File: src/hdl/eaq_pkg.sv
// Shared constants and types for the Euler-angle to quaternion pipeline.
// No dependencies; imported by every eaq_* module and the top level.
package eaq_pkg;

    localparam int ATAN_COUNT      = 30;
    localparam int ITER_FRAC       = 30;
    localparam int HALF_TURN_UNITS = 46080;   // one turn of the half angle, 1/128 deg
    localparam int DIV_45          = 45;      // 46080 = 45 * 2^10
    localparam int RECIP_45        = 46603;   // floor(2^21 / 45)
    localparam int RECIP_SHIFT     = 21;
    localparam int FRAC_W          = 22;      // turn fraction below one 1/45 step
    localparam int CW              = 34;      // CORDIC datapath width
    localparam int TW              = 32;      // sine/cosine width out of CORDIC

    localparam logic signed [CW-1:0] CORDIC_GAIN = 34'sd652032874;

    typedef logic signed [CW-1:0] t_cw;
    typedef logic signed [TW-1:0] t_trig;
    typedef logic [FRAC_W-1:0]    t_frac_tab [DIV_45];
    typedef logic [31:0]          t_atan_tab [ATAN_COUNT];

    localparam t_atan_tab ATAN_TURNS = '{
        32'd536870912, 32'd316933406, 32'd167458907, 32'd85004756, 32'd42667331,
        32'd21354465,  32'd10679838,  32'd5340245,   32'd2670163,  32'd1335087,
        32'd667544,    32'd333772,    32'd166886,    32'd83443,    32'd41722,
        32'd20861,     32'd10430,     32'd5215,      32'd2608,     32'd1304,
        32'd652,       32'd326,       32'd163,       32'd81,       32'd41,
        32'd20,        32'd10,        32'd5,         32'd3,        32'd1
    };

    // floor((m*2^22 + 22) / 45), built at elaboration
    function automatic t_frac_tab build_frac_tab();
        t_frac_tab tab;
        for (int i = 0; i < DIV_45; i++) begin
            tab[i] = FRAC_W'(((64'(i) << FRAC_W) + 64'd22) / DIV_45);
        end
        return tab;
    endfunction

    localparam t_frac_tab FRAC_TAB = build_frac_tab();

endpackage

File: src/hdl/eaq_turn.sv
// Angle to folded turn count: wrap, scale by 2^32/46080, quadrant fold.
// Two register stages. Depends on eaq_pkg.
module eaq_turn (
    input  logic                i_clk,
    input  logic                i_rst_n,
    input  logic                i_valid,
    input  logic signed [15:0]  i_angle,
    output logic                o_valid,
    output logic signed [31:0]  o_z,
    output logic                o_neg
);
    import eaq_pkg::*;

    logic        r_v1, r_v2;
    logic [15:0] r_r, n_r;
    logic [10:0] r_q0, n_q0;
    logic [16:0] wrap_sum;
    logic [31:0] recip_prod;

    always_comb begin
        wrap_sum   = {i_angle[15], i_angle} + 17'(HALF_TURN_UNITS);
        n_r        = i_angle[15] ? wrap_sum[15:0] : i_angle;
        recip_prod = 32'(n_r) * 32'(RECIP_45);
        n_q0       = recip_prod[RECIP_SHIFT +: 11];
    end

    always_ff @(posedge i_clk) begin
        if (!i_rst_n) begin
            r_v1 <= 1'b0;
        end else begin
            r_v1 <= i_valid;
        end
        r_r  <= n_r;
        r_q0 <= n_q0;
    end

    logic [16:0]        prod45, diff;
    logic [6:0]         m_raw;
    logic [5:0]         m_idx;
    logic [10:0]        q;
    logic [31:0]        t;
    logic signed [31:0] zs, n_z;
    logic               n_neg;
    logic signed [31:0] r_z;
    logic               r_neg;

    always_comb begin
        prod45 = 17'(r_q0) * 17'(DIV_45);
        diff   = 17'(r_r) - prod45;
        m_raw  = diff[6:0];
        // reciprocal estimate may be one low
        if (m_raw >= 7'(DIV_45)) begin
            q     = r_q0 + 11'd1;
            m_idx = 6'(m_raw - 7'(DIV_45));
        end else begin
            q     = r_q0;
            m_idx = m_raw[5:0];
        end
        t  = {q[9:0], FRAC_TAB[m_idx]};
        zs = $signed(t);
        if (zs > 32'sd1073741824 || zs < -32'sd1073741824) begin
            n_z   = {~zs[31], zs[30:0]};   // +/- half turn
            n_neg = 1'b1;
        end else begin
            n_z   = zs;
            n_neg = 1'b0;
        end
    end

    always_ff @(posedge i_clk) begin
        if (!i_rst_n) begin
            r_v2 <= 1'b0;
        end else begin
            r_v2 <= r_v1;
        end
        r_z   <= n_z;
        r_neg <= n_neg;
    end

    assign o_valid = r_v2;
    assign o_z     = r_z;
    assign o_neg   = r_neg;
endmodule

File: config.mk
export PLATFORM = sky130hd
export DESIGN_NAME = eaq_turn
export DESIGN_NICKNAME = d
export VERILOG_FILES = /design/src/hdl/eaq_pkg.sv /design/src/hdl/eaq_turn.sv
export SDC_FILE = /design/constraint.sdc
export NUM_CORES = 1
export LEC_CHECK = 0
export ABC_AREA = 1
export BUFFER_PORTS_ARGS = -buffer_cell sky130_fd_sc_hd__buf_2
export CAP_MARGIN = 20
export CORE_MARGIN = 2
export CORE_UTILIZATION = 25
export DETAILED_ROUTE_END_ITERATION = 16
export PLACE_DENSITY = 0.43
export SLEW_MARGIN = 20
export SYNTH_ARGS = -nofsm -noshare
export SYNTH_HDL_FRONTEND = slang
export SYNTH_SLANG_ARGS = --single-unit
File: constraint.sdc
create_clock -name i_clk -period 7.5 [get_ports i_clk]
set_clock_uncertainty 0.2 [all_clocks]
set_input_delay 0.75 -clock i_clk [delete_from_list [all_inputs] [get_ports i_clk]]
set_output_delay 0.75 -clock i_clk [all_outputs]
set_load 0.005 [all_outputs]
==> results.txt <==
Die Width: 173 um
Worst Path Arrival: 6.21 ns
Core area: 0.0279 sq mm
Net Count, Synth: 1,107
CTS tree: built
Placed Cells: 1,297
CTS buffer count: 5
Routed Wire Length: 19,100 um
RePlAce Congestion: 0.850
Worst Hold Path EP: o_valid$_SDFF_PN0_
Post-synth top flop: dfxtp_1
# nets final: 1,151
Clock latency on the worst-skew pair: 0.31 ns
Worst-Margin Slew: 0.941 ns
Status: completed
Async SR Flop Fraction: 0%
# Post-CTS Setup Buffers: 0
Overflow after GRT: 0
RSZ-0062 raised after global routing: no
EDFF count, synth: 0
Reg-to-reg setup timing slack: 1.40 ns
Mean Syn Cell Area: 8.08 sq um
Fmax: 162 MHz
Hold Vio Cnt, Final: 0
Reg-to-Reg End: o_z[31]$_DFF_P_
Vias: 5,553
Synthesis warning total: 0
Setup violators final: 0
Diode count: 0
Root buffer cell: clkbuf_16
Clk sinks: 47
Port bufs: 52
CTS resizes: 0
Area of the die: 0.0299 sq mm
CP endpoint kind: flip-flop
Final Non-Filler Cells: 1,305
Wirelength per Cell: 14.7 um
Final slew viol count: 0
Yosys reg bits: 47
WS Path Type: in -> reg
1st-pass router iterations: 5
Cells on worst reg2reg path: 25
Hold Crit Class: reg -> reg
Setup TNS: 0 ns
Die extent in y: 173 um
Number of global-route vias before repair: 5,764
Crit Path Max Fanout: 6
Synthesized instance count: 882
Synthesis-to-finish area growth: 11.2%
Total of max-cap violations: 0
First-pass GRT wire length: 31,100 um
Max-Slew Margin vs Limit: 36.8%
Htree depth: 2
Via/cell ratio: 4.26
Largest net degree at the start of global routing: 25
Max Root-Sink Buffers: 2
Finished Core Util: 28.4%
DRC: 0
Layout cell share with drive strength beyond 1: 10.7%
Launching point of the worst reg2reg path: r_q0[0]$_DFF_P_
Worst hold path startpoint: r_v1$_SDFF_PN0_
Setup crit start kind: primary input
Post-synth cell types: 44
Mapped Area: 0.00712 sq mm
Hold Path Cell Cnt: 2
Post-route ant nets: 0
Rows: 61
DP Wirelength: 16,500 um
Global Route Usage Sum: 13.1%
Top-level I/O count: 53
Sequential area share after synthesis: 13.2%
Starting Density: 25.5%
Initial antenna violation count: 1
Worst endpoint required time: 7.53 ns
Reg clk slew, reported paths: 0.08 ns
Initial DRC Count: 290
Final Cycle Share: 82.5%
Minimum clock period: 6.18 ns
Hold Buf Count CTS: 0
[through the flow]
step | hold WS (ns) | instance area (sq um) | setup slack [ns]
after floorplan | 0.190 | 7120 | 1.85
after global placement | 0.194 | 7730 | 0.869
after detailed placement | 0.206 | 7730 | 0.960
after CTS | 0.222 | 7920 | 1.27
after global routing | 0.250 | 7920 | 0.917
final | 0.218 | 7920 | 1.32
[worst max path at each step]
stage	from	endpoint	slack, ns	cells past startpoint
floorplan	i_angle[15]	r_q0[9]$_DFF_P_	1.85	19
global placement	i_angle[10]	r_q0[9]$_DFF_P_	0.87	20
detailed placement	i_angle[10]	r_q0[9]$_DFF_P_	0.96	20
CTS	i_angle[10]	r_q0[9]$_DFF_P_	1.27	20
global route	r_q0[0]$_DFF_P_	o_z[31]$_DFF_P_	0.92	28
finish	i_angle[10]	r_q0[9]$_DFF_P_	1.32	20
[logic make-up (layout without fill, tap and decap cells)]
family,Yosys count,count (layout),share of synthesized area [%]
compound gates,92,92,7.25
buf+inv,194,239,11.2
fa+ha+maj,206,206,43.8
flops,47,47,13.2
xor+xnor,38,38,4.78
simple gates,305,305,19.7
[sequential cells by signal (all words and copies together), names as in the netlist]
signal / flops
o_z: 27
r_q0: 10
o_valid: 1
r_v1: 1
o_neg: 1
r_r: 7
[cell usage in the layout, fill, tap and decap left out, types with 3 or more instances in the layout]
cell type and instances:
nand4_1 7, inv_1 173, fa_1 72, buf_2 52, inv_2 6, a21oi_1 38
nand3_2 4, o21ai_1 7, dfxtp_1 47, nor4_1 3, ha_1 134, nor2_1 35
clkbuf_16 5, nand2_1 162, nand2_4 7, nor2_2 6, xor2_1 24, nor3_1 7
a31oi_1 3, o211ai_1 4, o21ai_0 27, nand3_1 57, nand2_2 11, xnor2_1 13
[worst max-delay path: stages]
cell and delay, ns:
buf_2 0.11, ha_1 0.14, inv_1 0.05, nand2_1 0.06, nand2_1 0.06, xnor2_1 0.74, ha_1 0.43, fa_1 0.52
fa_1 0.52, fa_1 0.49, ha_1 0.31, ha_1 0.30, ha_1 0.36, nand2_1 0.15, nor4_1 0.33, nand3_1 0.13
o211ai_1 0.38, nand2_1 0.08, o311ai_0 0.12, xor2_1 0.20
[metal layers]
metal	track usage, %	share of wire (%)
met5	0	0
met4	2.75	1.2
met3	1.69	3.1
met2	23.0	48
met1	17.3	48
[synth_stat cells (11+ instances only)]
cell type,instances,share of area [%]
ha_1,134,24
nand2_2,11,0.97
nor2_1,35,1.8
xnor2_1,13,1.6
dfxtp_1,47,13
inv_1,173,9.1
a21oi_1,38,2.7
xor2_1,24,3.0
o21ai_0,27,1.9
nand3_1,57,4.0
fa_1,72,20
nand2_1,162,8.5
[layout make-up]
type,instances,area (sq um)
Clock buffer,5,125
Inverter,179,672
Clock inverter,3,71.3
Sequential cell,47,941
Timing Repair Buffer,52,260
Fill cell,3138,20000
Tap cell,378,473
Multi-Input combinational cell,641,5380
Power is left out: the tool's default activity adds up to more than one toggle a clock period on the data nets, which glitch-free logic cannot reach.
